[config.mk]
export PLATFORM = sky130hd
export DESIGN_NAME = timestamp_sorted_task_queue
export DESIGN_NICKNAME = d
export VERILOG_FILES = /design/src/sv/tstq_pkg.sv /design/src/sv/timestamp_sorted_task_queue.sv /design/src/sv/tstq_ram.sv /design/src/sv/tstq_cmp.sv
export SDC_FILE = /design/constraint.sdc
export NUM_CORES = 2
export LEC_CHECK = 0
export ABC_AREA = 1
export BUFFER_PORTS_ARGS = -buffer_cell sky130_fd_sc_hd__buf_2
export CORE_MARGIN = 8
export CORE_UTILIZATION = 55
export DETAILED_ROUTE_END_ITERATION = 12
export HOLD_SLACK_MARGIN = 0.15
export PLACE_DENSITY_LB_ADDON = 0.12
export SLEW_MARGIN = 20
export SYNTH_ARGS = -nofsm -noshare
export SYNTH_HDL_FRONTEND = slang
export SYNTH_SLANG_ARGS = --single-unit
[constraint.sdc]
create_clock -name i_clk -period 6.8 [get_ports i_clk]
set_input_delay 0 -clock i_clk [delete_from_list [all_inputs] [get_ports i_clk]]
set_output_delay 0 -clock i_clk [all_outputs]
set_load 0.01 [all_outputs]
[src/sv/tstq_pkg.sv]
`timescale 1ns / 1ps

package tstq_pkg;

    localparam int OP_W     = 3;
    localparam int LIB_W    = 8;
    localparam int TASK_W   = 8;
    localparam int CNT_W    = 3;
    localparam int ARG_W    = 8;
    localparam int ARG_N    = 4;
    localparam int ARGS_W   = ARG_W * ARG_N;
    localparam int STAT_W   = 2;
    localparam int OTIME_W  = 32;
    localparam int ECNT_W   = 5;
    localparam int ENTRY_FIX_W = LIB_W + TASK_W + CNT_W + ARGS_W;

    localparam logic [OP_W-1:0] OP_INSERT = 3'd0;
    localparam logic [OP_W-1:0] OP_REMOVE = 3'd1;
    localparam logic [OP_W-1:0] OP_POP    = 3'd2;
    localparam logic [OP_W-1:0] OP_PEEK   = 3'd3;
    localparam logic [OP_W-1:0] OP_CLEAR  = 3'd4;

    localparam logic [STAT_W-1:0] STAT_DONE     = 2'd0;
    localparam logic [STAT_W-1:0] STAT_NOTFOUND = 2'd1;
    localparam logic [STAT_W-1:0] STAT_OVERFLOW = 2'd2;

    typedef struct packed {
        logic lt;
        logic hit;
    } t_cmp_res;

endpackage

[src/sv/timestamp_sorted_task_queue.sv]
`timescale 1ns / 1ps
// Steps: insert walks down from the tail moving later entries up, writing at the head directly;
// remove scans from the head, then shifts later entries down; pop reads the head, then shifts;
// peek reads the head; clear, full insert and empty pop or peek go to finish; then output wait.
// Throughput: one transaction at a time; every slot visit costs a RAM read through the single
// slot RAM port pair, and insert and remove visits a compare through the shared compare unit.
// Reset: synchronous active low; clears occupancy and control, slot RAM contents undefined.
module timestamp_sorted_task_queue #(
    parameter int QUEUE_DEPTH = 16,
    parameter int MAX_ARGS    = 4,
    parameter int TIME_WIDTH  = 32
) (
    input  logic        i_clk,
    input  logic        i_rst_n,
    input  logic        s_axis_tvalid,
    output logic        s_axis_tready,
    // op, due_time, library_id, task_id, arg_count, arg_zero, arg_one, arg_two, arg_three
    input  logic [87:0] s_axis_tdata,
    output logic        m_axis_tvalid,
    input  logic        m_axis_tready,
    // status, out_due_time, out_library_id, out_task_id, out_arg_count, out_arg_zero,
    // out_arg_one, out_arg_two, out_arg_three, queue_empty, entry_count
    output logic [95:0] m_axis_tdata
);

    localparam int AW    = $clog2(QUEUE_DEPTH);
    localparam int CW    = $clog2(QUEUE_DEPTH + 1);
    localparam int EW    = TIME_WIDTH + tstq_pkg::ENTRY_FIX_W;
    localparam int TW_IN = (TIME_WIDTH < tstq_pkg::OTIME_W) ? TIME_WIDTH : tstq_pkg::OTIME_W;
    localparam int RW    = tstq_pkg::STAT_W + tstq_pkg::OTIME_W + tstq_pkg::ENTRY_FIX_W;

    localparam logic [3:0] ST_IDLE    = 4'd0;
    localparam logic [3:0] ST_INS_RD  = 4'd1;
    localparam logic [3:0] ST_INS_EV  = 4'd2;
    localparam logic [3:0] ST_REM_RD  = 4'd3;
    localparam logic [3:0] ST_REM_EV  = 4'd4;
    localparam logic [3:0] ST_SH_RD   = 4'd5;
    localparam logic [3:0] ST_SH_EV   = 4'd6;
    localparam logic [3:0] ST_HEAD_RD = 4'd7;
    localparam logic [3:0] ST_HEAD_EV = 4'd8;
    localparam logic [3:0] ST_FIN     = 4'd9;

    logic [3:0]              r_state, n_state;
    logic [tstq_pkg::OP_W-1:0] r_op, n_op;
    logic [EW-1:0]           r_key, n_key;
    logic [CW-1:0]           r_idx, n_idx;
    logic [CW-1:0]           r_occ, n_occ;
    logic [RW-1:0]           r_res, n_res;
    logic                    r_ovalid, n_ovalid;
    logic [95:0]             r_odata, n_odata;

    logic                    w_we;
    logic [AW-1:0]           w_waddr, w_raddr;
    logic [EW-1:0]           w_wdata, w_rdata, w_in_entry;
    logic [CW-1:0]           w_idx_dn, w_idx_up;
    logic                    w_accept;
    tstq_pkg::t_cmp_res      w_cmp;

    logic [tstq_pkg::OP_W-1:0]   in_op;
    logic [tstq_pkg::OTIME_W-1:0] in_time;

    assign in_op   = s_axis_tdata[2:0];
    assign in_time = s_axis_tdata[34:3];
    assign w_in_entry = {s_axis_tdata[85:54], s_axis_tdata[53:51], s_axis_tdata[50:43],
                         s_axis_tdata[42:35], TIME_WIDTH'(in_time[TW_IN-1:0])};

    assign s_axis_tready = (r_state == ST_IDLE);
    assign w_accept      = s_axis_tvalid && s_axis_tready;
    assign w_idx_dn      = r_idx - CW'(1);
    assign w_idx_up      = r_idx + CW'(1);

    tstq_ram #(
        .DEPTH (QUEUE_DEPTH),
        .WIDTH (EW)
    ) u_ram (
        .i_clk   (i_clk),
        .i_we    (w_we),
        .i_waddr (w_waddr),
        .i_wdata (w_wdata),
        .i_raddr (w_raddr),
        .o_rdata (w_rdata)
    );

    tstq_cmp #(
        .TIME_WIDTH (TIME_WIDTH),
        .MAX_ARGS   (MAX_ARGS)
    ) u_cmp (
        .i_key_time  (r_key[TIME_WIDTH-1:0]),
        .i_key_lib   (r_key[TIME_WIDTH +: tstq_pkg::LIB_W]),
        .i_key_task  (r_key[TIME_WIDTH+8 +: tstq_pkg::TASK_W]),
        .i_key_cnt   (r_key[TIME_WIDTH+16 +: tstq_pkg::CNT_W]),
        .i_key_args  (r_key[TIME_WIDTH+19 +: tstq_pkg::ARGS_W]),
        .i_slot_time (w_rdata[TIME_WIDTH-1:0]),
        .i_slot_lib  (w_rdata[TIME_WIDTH +: tstq_pkg::LIB_W]),
        .i_slot_task (w_rdata[TIME_WIDTH+8 +: tstq_pkg::TASK_W]),
        .i_slot_cnt  (w_rdata[TIME_WIDTH+16 +: tstq_pkg::CNT_W]),
        .i_slot_args (w_rdata[TIME_WIDTH+19 +: tstq_pkg::ARGS_W]),
        .o_res       (w_cmp)
    );

    always_comb begin
        n_state  = r_state;
        n_op     = r_op;
        n_key    = r_key;
        n_idx    = r_idx;
        n_occ    = r_occ;
        n_res    = r_res;
        n_ovalid = r_ovalid && !m_axis_tready;
        n_odata  = r_odata;
        w_we     = 1'b0;
        w_waddr  = r_idx[AW-1:0];
        w_wdata  = r_key;
        w_raddr  = r_idx[AW-1:0];
        case (r_state)
            ST_IDLE: begin
                if (w_accept) begin
                    n_op  = in_op;
                    n_key = w_in_entry;
                    n_res = '0;
                    case (in_op)
                        tstq_pkg::OP_INSERT: begin
                            if (r_occ == CW'(QUEUE_DEPTH)) begin
                                n_res[tstq_pkg::STAT_W-1:0] = tstq_pkg::STAT_OVERFLOW;
                                n_state = ST_FIN;
                            end else begin
                                n_idx   = r_occ;
                                n_state = ST_INS_RD;
                            end
                        end
                        tstq_pkg::OP_REMOVE: begin
                            n_idx   = '0;
                            n_state = ST_REM_RD;
                        end
                        tstq_pkg::OP_POP, tstq_pkg::OP_PEEK: begin
                            n_idx = '0;
                            if (r_occ == '0) begin
                                n_res[tstq_pkg::STAT_W-1:0] = tstq_pkg::STAT_NOTFOUND;
                                n_state = ST_FIN;
                            end else begin
                                n_state = ST_HEAD_RD;
                            end
                        end
                        tstq_pkg::OP_CLEAR: begin
                            n_occ   = '0;
                            n_state = ST_FIN;
                        end
                        default: begin
                            n_state = ST_FIN;
                        end
                    endcase
                end
            end
            ST_INS_RD: begin
                if (r_idx == '0) begin
                    w_we    = 1'b1;
                    w_waddr = '0;
                    n_occ   = r_occ + CW'(1);
                    n_state = ST_FIN;
                end else begin
                    w_raddr = w_idx_dn[AW-1:0];
                    n_state = ST_INS_EV;
                end
            end
            ST_INS_EV: begin
                w_we = 1'b1;
                if (w_cmp.lt) begin
                    w_wdata = w_rdata;
                    n_idx   = w_idx_dn;
                    n_state = ST_INS_RD;
                end else begin
                    n_occ   = r_occ + CW'(1);
                    n_state = ST_FIN;
                end
            end
            ST_REM_RD: begin
                if (r_idx == r_occ) begin
                    n_res[tstq_pkg::STAT_W-1:0] = tstq_pkg::STAT_NOTFOUND;
                    n_state = ST_FIN;
                end else begin
                    n_state = ST_REM_EV;
                end
            end
            ST_REM_EV: begin
                if (w_cmp.hit) begin
                    n_state = ST_SH_RD;
                end else begin
                    n_idx   = w_idx_up;
                    n_state = ST_REM_RD;
                end
            end
            ST_SH_RD: begin
                if (w_idx_up >= r_occ) begin
                    n_occ   = r_occ - CW'(1);
                    n_state = ST_FIN;
                end else begin
                    w_raddr = w_idx_up[AW-1:0];
                    n_state = ST_SH_EV;
                end
            end
            ST_SH_EV: begin
                w_we    = 1'b1;
                w_wdata = w_rdata;
                n_idx   = w_idx_up;
                n_state = ST_SH_RD;
            end
            ST_HEAD_RD: begin
                n_state = ST_HEAD_EV;
            end
            ST_HEAD_EV: begin
                n_res = {w_rdata[EW-1:TIME_WIDTH],
                         tstq_pkg::OTIME_W'(w_rdata[TW_IN-1:0]), tstq_pkg::STAT_DONE};
                n_state = (r_op == tstq_pkg::OP_POP) ? ST_SH_RD : ST_FIN;
            end
            ST_FIN: begin
                if (!r_ovalid || m_axis_tready) begin
                    n_ovalid = 1'b1;
                    n_odata  = {5'd0, tstq_pkg::ECNT_W'(r_occ), (r_occ == '0), r_res};
                    n_state  = ST_IDLE;
                end
            end
            default: begin
                n_state = ST_IDLE;
            end
        endcase
    end

    always_ff @(posedge i_clk) begin
        if (!i_rst_n) begin
            r_state  <= ST_IDLE;
            r_occ    <= '0;
            r_ovalid <= 1'b0;
        end else begin
            r_state  <= n_state;
            r_occ    <= n_occ;
            r_ovalid <= n_ovalid;
        end
    end

    always_ff @(posedge i_clk) begin
        r_op    <= n_op;
        r_key   <= n_key;
        r_idx   <= n_idx;
        r_res   <= n_res;
        r_odata <= n_odata;
    end

    assign m_axis_tvalid = r_ovalid;
    assign m_axis_tdata  = r_odata;

    a_occ_bound: assert property (@(posedge i_clk) disable iff (!i_rst_n)
        r_occ <= CW'(QUEUE_DEPTH))
        else $error("occupancy above queue depth");

    a_ins_room: assert property (@(posedge i_clk) disable iff (!i_rst_n)
        (r_state == ST_INS_RD || r_state == ST_INS_EV) |-> (r_occ < CW'(QUEUE_DEPTH)))
        else $error("insert walk on a full queue");

    a_shift_nonempty: assert property (@(posedge i_clk) disable iff (!i_rst_n)
        (r_state == ST_SH_RD || r_state == ST_SH_EV) |-> (r_occ != '0) && (r_idx < r_occ))
        else $error("delete shift outside held entries");

    a_result_from_fin: assert property (@(posedge i_clk) disable iff (!i_rst_n)
        (n_ovalid && !(r_ovalid && !m_axis_tready)) |-> (r_state == ST_FIN))
        else $error("result loaded outside finish step");

    a_overflow_full: assert property (@(posedge i_clk) disable iff (!i_rst_n)
        (m_axis_tvalid && m_axis_tdata[1:0] == tstq_pkg::STAT_OVERFLOW) |->
        (m_axis_tdata[90:86] == tstq_pkg::ECNT_W'(QUEUE_DEPTH)))
        else $error("overflow reported with room left");

endmodule

[src/sv/tstq_ram.sv]
`timescale 1ns / 1ps

module tstq_ram #(
    parameter int DEPTH = 16,
    parameter int WIDTH = 83
) (
    input  logic                     i_clk,
    input  logic                     i_we,
    input  logic [$clog2(DEPTH)-1:0] i_waddr,
    input  logic [WIDTH-1:0]         i_wdata,
    input  logic [$clog2(DEPTH)-1:0] i_raddr,
    output logic [WIDTH-1:0]         o_rdata
);

    logic [WIDTH-1:0] r_mem [DEPTH];
    logic [WIDTH-1:0] r_rdata;

    always_ff @(posedge i_clk) begin
        if (i_we) begin
            r_mem[i_waddr] <= i_wdata;
        end
    end

    always_ff @(posedge i_clk) begin
        r_rdata <= r_mem[i_raddr];
    end

    assign o_rdata = r_rdata;

endmodule

[src/sv/tstq_cmp.sv]
`timescale 1ns / 1ps

module tstq_cmp #(
    parameter int TIME_WIDTH = 32,
    parameter int MAX_ARGS   = 4
) (
    input  logic [TIME_WIDTH-1:0]           i_key_time,
    input  logic [tstq_pkg::LIB_W-1:0]      i_key_lib,
    input  logic [tstq_pkg::TASK_W-1:0]     i_key_task,
    input  logic [tstq_pkg::CNT_W-1:0]      i_key_cnt,
    input  logic [tstq_pkg::ARGS_W-1:0]     i_key_args,
    input  logic [TIME_WIDTH-1:0]           i_slot_time,
    input  logic [tstq_pkg::LIB_W-1:0]      i_slot_lib,
    input  logic [tstq_pkg::TASK_W-1:0]     i_slot_task,
    input  logic [tstq_pkg::CNT_W-1:0]      i_slot_cnt,
    input  logic [tstq_pkg::ARGS_W-1:0]     i_slot_args,
    output tstq_pkg::t_cmp_res              o_res
);

    always_comb begin
        o_res.lt  = (i_key_time < i_slot_time);
        o_res.hit = (i_key_lib == i_slot_lib) && (i_key_task == i_slot_task) &&
                    (i_key_cnt == i_slot_cnt);
        for (int b = 0; b < tstq_pkg::ARG_N; b++) begin
            if ((b < MAX_ARGS) && (tstq_pkg::CNT_W'(b) < i_key_cnt) &&
                (i_key_args[b*tstq_pkg::ARG_W +: tstq_pkg::ARG_W] !=
                 i_slot_args[b*tstq_pkg::ARG_W +: tstq_pkg::ARG_W])) begin
                o_res.hit = 1'b0;
            end
        end
    end

endmodule
=== Word-level counts from Yosys, hierarchy flattened ===
Memory sizes are Yosys's and may differ from the RTL's. A register that Yosys moved wholly into a read port is not among the register bits.
Index checks and enable logic that the tools add are counted.

* Register bits: 277
* Bits in latches: 0
* Bits in writable memories: 1328
* Memory bits (read-only): 0
* Input port bits: 92
* Output and inout port bits: 98
* Logic and storage cells: 131
* Memories kept: 1

* Add/sub/neg operators: 4
* Multipliers: 0
* Div/mod/pow operators: 0
* $lt $le $gt $ge: 6
* Eq/ne operators: 34
* Shifts and indexed selects: 0
* Multiplexer cells: 48
* Bitwise logic cells: 0
* Reduce and logical (&&, ||, !) cells: 29

{| class="wikitable"
|+ Memory list
! name !! depth !! bits a word !! read ports !! clocked after Yosys merged registers in !! write ports !! line !! source
|-
| u_ram.r_mem || 16 || 83 || 1 || 1 || 1 || tstq_ram.sv:15 || <nowiki>logic [WIDTH-1:0] r_mem [DEPTH];</nowiki>
|}

{| class="wikitable"
|+ Operator list
! kind !! number
|-
| one-hot mux 83 bit (2 select lines) || 2
|-
| two-way mux 85 bit || 1
|-
| two-way mux 83 bit || 1
|-
| two-way mux 4 bit || 13
|-
| two-way mux 5 bit || 9
|-
| one-hot mux 4 bit (10 select lines) || 1
|-
| one-hot mux 5 bit (4 select lines) || 2
|-
| < comparator 32 bit || 1
|-
| != test 8 bit || 4
|-
| == test 4 x 3 -> 1 bit (second input constant) || 4
|-
| == test 8 bit || 2
|-
| != test 2 bit (second input constant) || 6
|-
| one-hot mux 4 bit (3 select lines) || 1
|-
| AND reduction 6 bit || 2
|-
| adder 5 x 1 -> 5 bit (second input constant) || 2
|-
| zero test 5 bit || 2
|-
| two-way mux 1 bit || 10
|-
| one-hot mux 5 bit (2 select lines) || 1
|-
| subtractor 5 x 1 -> 5 bit (second input constant) || 2
|-
| == test 3 x 2 -> 1 bit (second input constant) || 3
|-
| == test 4 x 2 -> 1 bit (second input constant) || 2
|-
| == test 4 bit (second input constant) || 2
|-
| logical AND 1 bit || 8
|-
| one-hot mux 4 bit (2 select lines) || 1
|-
| 28 further kinds || 39
|}

=== Longest topological paths before layout ===
* Depth in word-level cells: 9
* Depth in mapped cells: 19
* Gate-level depth less buffers: 16

=== Modules after synthesis ===
Synthesis repeated with hierarchy kept, for this count alone.

* Cell total of the unflattened synthesis: 6729
* Area, all modules: 71882.7 µm²

{| class="wikitable"
|+ By module, submodules not included
! module !! instances !! cells an instance !! area each (µm²) !! seq. area each (µm²)
|-
| tstq_ram || 1 || 5454 || 58782.6 || 41539.8
|-
| timestamp_sorted_task_queue || 1 || 998 || 11522.3 || 8217.9
|-
| tstq_cmp || 1 || 277 || 1577.8 || 0.0
|}

=== Worst setup path after synthesis ===
No wires, ideal clock.

* Path kind: register to register
* Start: register r_state[3]
* End: register r_odata[0] (netlist: m_axis_tdata[0]), enable pin
* Setup time: 0.571 ns
* Arrival time: 5.235 ns
* Required time: 6.229 ns
* Slack: 0.994 ns
* Cell stages (with the launch flop): 5
* Path buffers: 0
* Clock period less this slack: 5.806 ns
* Cell sequence: dfxtp_1 inv_1 nor3_1 inv_1 a21oi_1

* Cells in the longest elaborated chain, start to end: 2

{| class="wikitable"
|+ Ends and longest elaborated chain
! item !! line !! source
|-
| from (decl) || timestamp_sorted_task_queue.sv:43 || <nowiki>logic [3:0] r_state, n_state;</nowiki>
|-
| from (signal assigned) || timestamp_sorted_task_queue.sv:233 || <nowiki>r_state <= n_state;</nowiki>
|-
| == test 4 bit || timestamp_sorted_task_queue.sv:114 || <nowiki>case (r_state)</nowiki>
|-
| AND reduction 2 bit (no line) || - ||
|-
| to (signal assigned) || timestamp_sorted_task_queue.sv:244 || <nowiki>r_odata <= n_odata;</nowiki>
|-
| to (decl) || timestamp_sorted_task_queue.sv:50 || <nowiki>logic [95:0] r_odata, n_odata;</nowiki>
|}

Every way passes these cells.
A chain may end at the register's enable or synchronous reset.

=== Worst setup path after layout ===
* Start: register r_idx[0]
* End: register u_ram.r_rdata[30] (netlist: u_ram.o_rdata[30]), read port of u_ram.r_mem

* Cells in the longest elaborated chain, start to end: 4
* Elaborated cells between the ends (all ways): 7
* Those cells by class: add/sub (2); order compare (1); mux (3); reduce/logical (1)

{| class="wikitable"
|+ Ends and longest elaborated chain
! item !! line !! source
|-
| from (decl) || timestamp_sorted_task_queue.sv:46 || <nowiki>logic [CW-1:0] r_idx, n_idx;</nowiki>
|-
| from (signal assigned) || timestamp_sorted_task_queue.sv:242 || <nowiki>r_idx <= n_idx;</nowiki>
|-
| adder 5 x 1 -> 5 bit || timestamp_sorted_task_queue.sv:70 || <nowiki>assign w_idx_up = r_idx + CW'(1);</nowiki>
|-
| >= comparator 5 bit || timestamp_sorted_task_queue.sv:192 || <nowiki>if (w_idx_up >= r_occ) begin</nowiki>
|-
| two-way mux 4 bit || timestamp_sorted_task_queue.sv:192 ||
|-
| one-hot mux 4 bit (2 select lines) * || timestamp_sorted_task_queue.sv:114 ||
|-
| to (decl) || tstq_ram.sv:16 || <nowiki>logic [WIDTH-1:0] r_rdata;</nowiki>
|}

Mark *: on every way between the ends. The rest lies on a longest branch, timed or not.

==> impl_results.md <==
- Status: complete, no violations
- Cell mode on critical path: nand3_1
- Clk_lat worst skew: 800 ps
- Final Slew Violations: 0
- Row count: roughly 130
- Starting density of the core: 55.5%
- GPL Wtd Cong: 0.800
- Hold_ws: 235 ps
- Complex-gate fraction of the synthesized area: 0.614%
- Reg clk slew, reported paths: roughly 60 ps
- Initial DRC count: 5058
- Post-synthesis xor/xnor area fraction: 0.621%
- CTS H-tree depth: 4
- Startpoint types: flop
- Nets: 7217
- Yosys warnings: 0
- Area growth, synth to finish: 13.7%
- Top post-synthesis cells by area: edfxtp_1, nand3_1, nand2_1, inv_1, dfxtp_1
- Setup TNS Final: 0 ps
- Crit path DAT: 5350 ps
- Worst min path class: in2reg
- IO Count: 190
- Adder-Cell Fraction of Synth Area: 0.810%
- Cts repair resizes: 0
- CP bufs+invs: 3
- Die Area: 143000 µm²
- Post-route DRC: 0
- CP max stage delay: 860 ps
- Vias in the first global route: 45700
- Synth cell types: 38
- Leak pwr: 35.1 nW
- Crit Path Category: reg2reg
- Max FO, Critical Path: 128
- Drt wl/cell: 21.2 µm
- Worst Tran Pin Value: 1110 ps
- Post-synth top cells: edfxtp_1, nand2_1, inv_1
- Setup Viol. Count Final: 0
- Mux share of post-synthesis cell area: 0%
- Final wirelength: about 190 mm
- Period utilization: 68.3%
- Asr flop ratio synth: 0%
- Filler instances: 10000
- Detailed Routing Iterations Pass 1: 5
- Antenna violations before repair: 6
- DR vias: roughly 48000
- Final Hold Violating Endpoints: 0
- Avg Synthesized Cell Area: 10.6 µm²
- Root buffer cell: clkbuf_16
- Seq/Total Area, Yosys: between 60 and 70%
- Reg-to-reg startpoint: r_idx[0]
- Port Buffers: 182
- RSZ-0062 raised after global routing: no
- Ordered cell list for the critical path: inv_1, ha_1, ha_1, nand2_1, nor2_1, nand2_1, nand4_4, nand3_1, nand2_8, inv_8, buf_12, nand3_1, nand3_1, nand3_1, nand2_1
- Antenna Nets Post-Route: 0
- Max_cap viols: 0
- First-pass GRT wire length: 283 mm
- CP startpoint: r_idx[0]
- Syn Std Cell Area: 72000 µm²
- Placeable Area: around 130000 µm²
- Grt total ovfl: 0
- CP top delay family: buffers and inverters
- TritonCTS Buffers: between 150 and 200
- Synth area leader: edfxtp_1
- Fin Clk Skew: 25.9 ps
- Layout cell share with drive strength beyond 1: 7.99%
- Overall Global Routing Usage: a little over a quarter
- Hold_sp: s_axis_tvalid
- CTS tree: done
- Post-synth EDFFs: 1595
- Max clock buf depth: 3
- Synth Area in Simple Gates: approximately a fifth
- Die width: about 380 µm
- Critical path endpoint category: flop
- Cell with the most instances after synthesis: edfxtp_1
- Largest net degree at the start of global routing: around 140
- Post-synth top area share: 66.6%
- VDD IR max: approximately 0.00083 V
- Die H: between 300 and 400 µm
- Fmax: 0.215 GHz
- Slew HR: a little over a quarter
- Via-to-Cell Ratio: 5.35
- P per Cell Area: 501 nW/µm²
- Post-synthesis sequential element count: 1688
- Hpwl dp: between 90 and 100 mm
- CP required: 7510 ps
- CP max-delay cell: inv_8
- Cells after synthesis: approximately 6800
- Largest family of logic cells by synthesized area: simple AND/OR/NAND/NOR gates
- Sink Count: 1688
- Ys flop type: edfxtp_1
- Period minus WS final: 4640 ps
-- cell families after synthesis --
group	Yosys count
AO/OA/AOI/OAI	82
XOR/XNOR	51
adder cells (fa/ha/maj)	46
buffers and inverters	1782
flip-flops	1688
other	1
AND/OR/NAND/NOR	3112
-- state kept, by name (all words and copies together), names as in the netlist --
register and cells:
u_ram.r_mem 1328, m_axis_tdata 91, r_res 85, r_key 83, u_ram.o_rdata 83, r_idx 5, r_occ 5, r_state 4
r_op 3, m_axis_tvalid 1
-- final cells by class --
class	count	area [µm²]	area share, %
well taps	1742	2180	2.66
multi-input cells	3296	15200	18.6
clock buffers	239	4840	5.92
diodes	1	2.50	0.00306
inverters	1460	5500	6.72
clock inverters	75	586	0.715
repair buffers	460	3760	4.60
flip-flops and latches	1688	49800	60.8
-- layer usage --
| metal | track usage (%) | routed length [µm] | vias up | part of all wire [%] |
|---|---|---|---|---|
| met3 | 3.91 | 15500 | 372 | 8.2 |
| met4 | 7.94 | 5200 | 2 | 2.7 |
| met1 | 36.5 | 79400 | 23100 | 42 |
| li1 | - | - | 22500 | - |
| met2 | 43.5 | 89600 | 1948 | 47 |
| met5 | 0 | 13 | - | 0.0069 |
-- worst register-to-register path, stage by stage, from the launching register on --
cell and delay [ps]:
edfxtp_1 610, inv_1 250, ha_1 450, ha_1 310, nand2_1 70, nor2_1 40, nand2_1 110, nand4_4 170
nand3_1 240, nand2_8 400, inv_8 910, buf_12 550, nand3_1 150, nand3_1 90, nand3_1 100, nand2_1 130
-- power breakdown --
group,internal (mW),switching [mW],total (mW)
logic,4.71,12.6,17.3
registers,13.9,0.628,14.6
clock network,5.26,3.86,9.12
-- layout by cell type (no fill, tap or decap), types with 4 or more instances in the layout --
| cell | Yosys | final |
|---|---|---|
| buf_4 | 59 | 76 |
| nand2_2 | 6 | 4 |
| dfxtp_1 | 93 | 93 |
| buf_2 | 198 | 182 |
| ha_1 | 45 | 45 |
| clkinv_2 | 0 | 30 |
| clkinv_1 | 0 | 29 |
| clkbuf_8 | 0 | 16 |
| conb_1 | 1 | 5 |
| nor2_4 | 3 | 21 |
| o21ai_0 | 34 | 34 |
| dlygate4sd3_1 | 0 | 177 |
| nand3_1 | 1341 | 1340 |
| a31oi_1 | 4 | 4 |
| buf_12 | 0 | 24 |
| inv_2 | 6 | 4 |
| nor3_1 | 9 | 9 |
| xnor2_1 | 36 | 36 |
| xor2_1 | 15 | 15 |
| or2_2 | 8 | 8 |
| nand2_1 | 1587 | 1583 |
| clkbuf_1 | 34 | 45 |
| clkbuf_16 | 0 | 178 |
| inv_1 | 1454 | 1452 |
| bufinv_16 | 0 | 8 |
| nor2_1 | 142 | 124 |
| nand2_4 | 0 | 4 |
| nand4_1 | 9 | 9 |
| inv_6 | 0 | 4 |
| edfxtp_1 | 1595 | 1595 |
| a21oi_1 | 33 | 30 |
-- worst paths after layout --
| check | to | slack [ps] | cells after the start |
|---|---|---|---|
| worst max-delay path | u_ram.o_rdata[30] | 2160 | 15 |
| worst min-delay path | r_state[1] | 230 | 6 |
| worst max register to register | u_ram.o_rdata[30] | 2160 | 15 |
| worst min register to register | m_axis_tdata[50] | 420 | 0 |
-- per-stage QoR --
stage          power, mW  area [µm²]  std cells  utilization, %  worst slack (ps)
2_1_floorplan       26.7       72000       6766               -               994
3_3_place_gp        31.5       74600       8468            57.6              2210
3_5_place_dp        31.8       74600       8469            57.6              2160
4_1_cts             41.1       81800       8960            63.1              2130
5_1_grt             43.4       81900       8961            63.1              1870
6_report            41.0       81900       8961            63.1              2160
-- timing repair --
item,4_1_cts,5_1_grt
setup buffers,0,0
endpoints found under the hold margin,227,0
hold buffers,177,0
(Power assumes the default switching activity.)
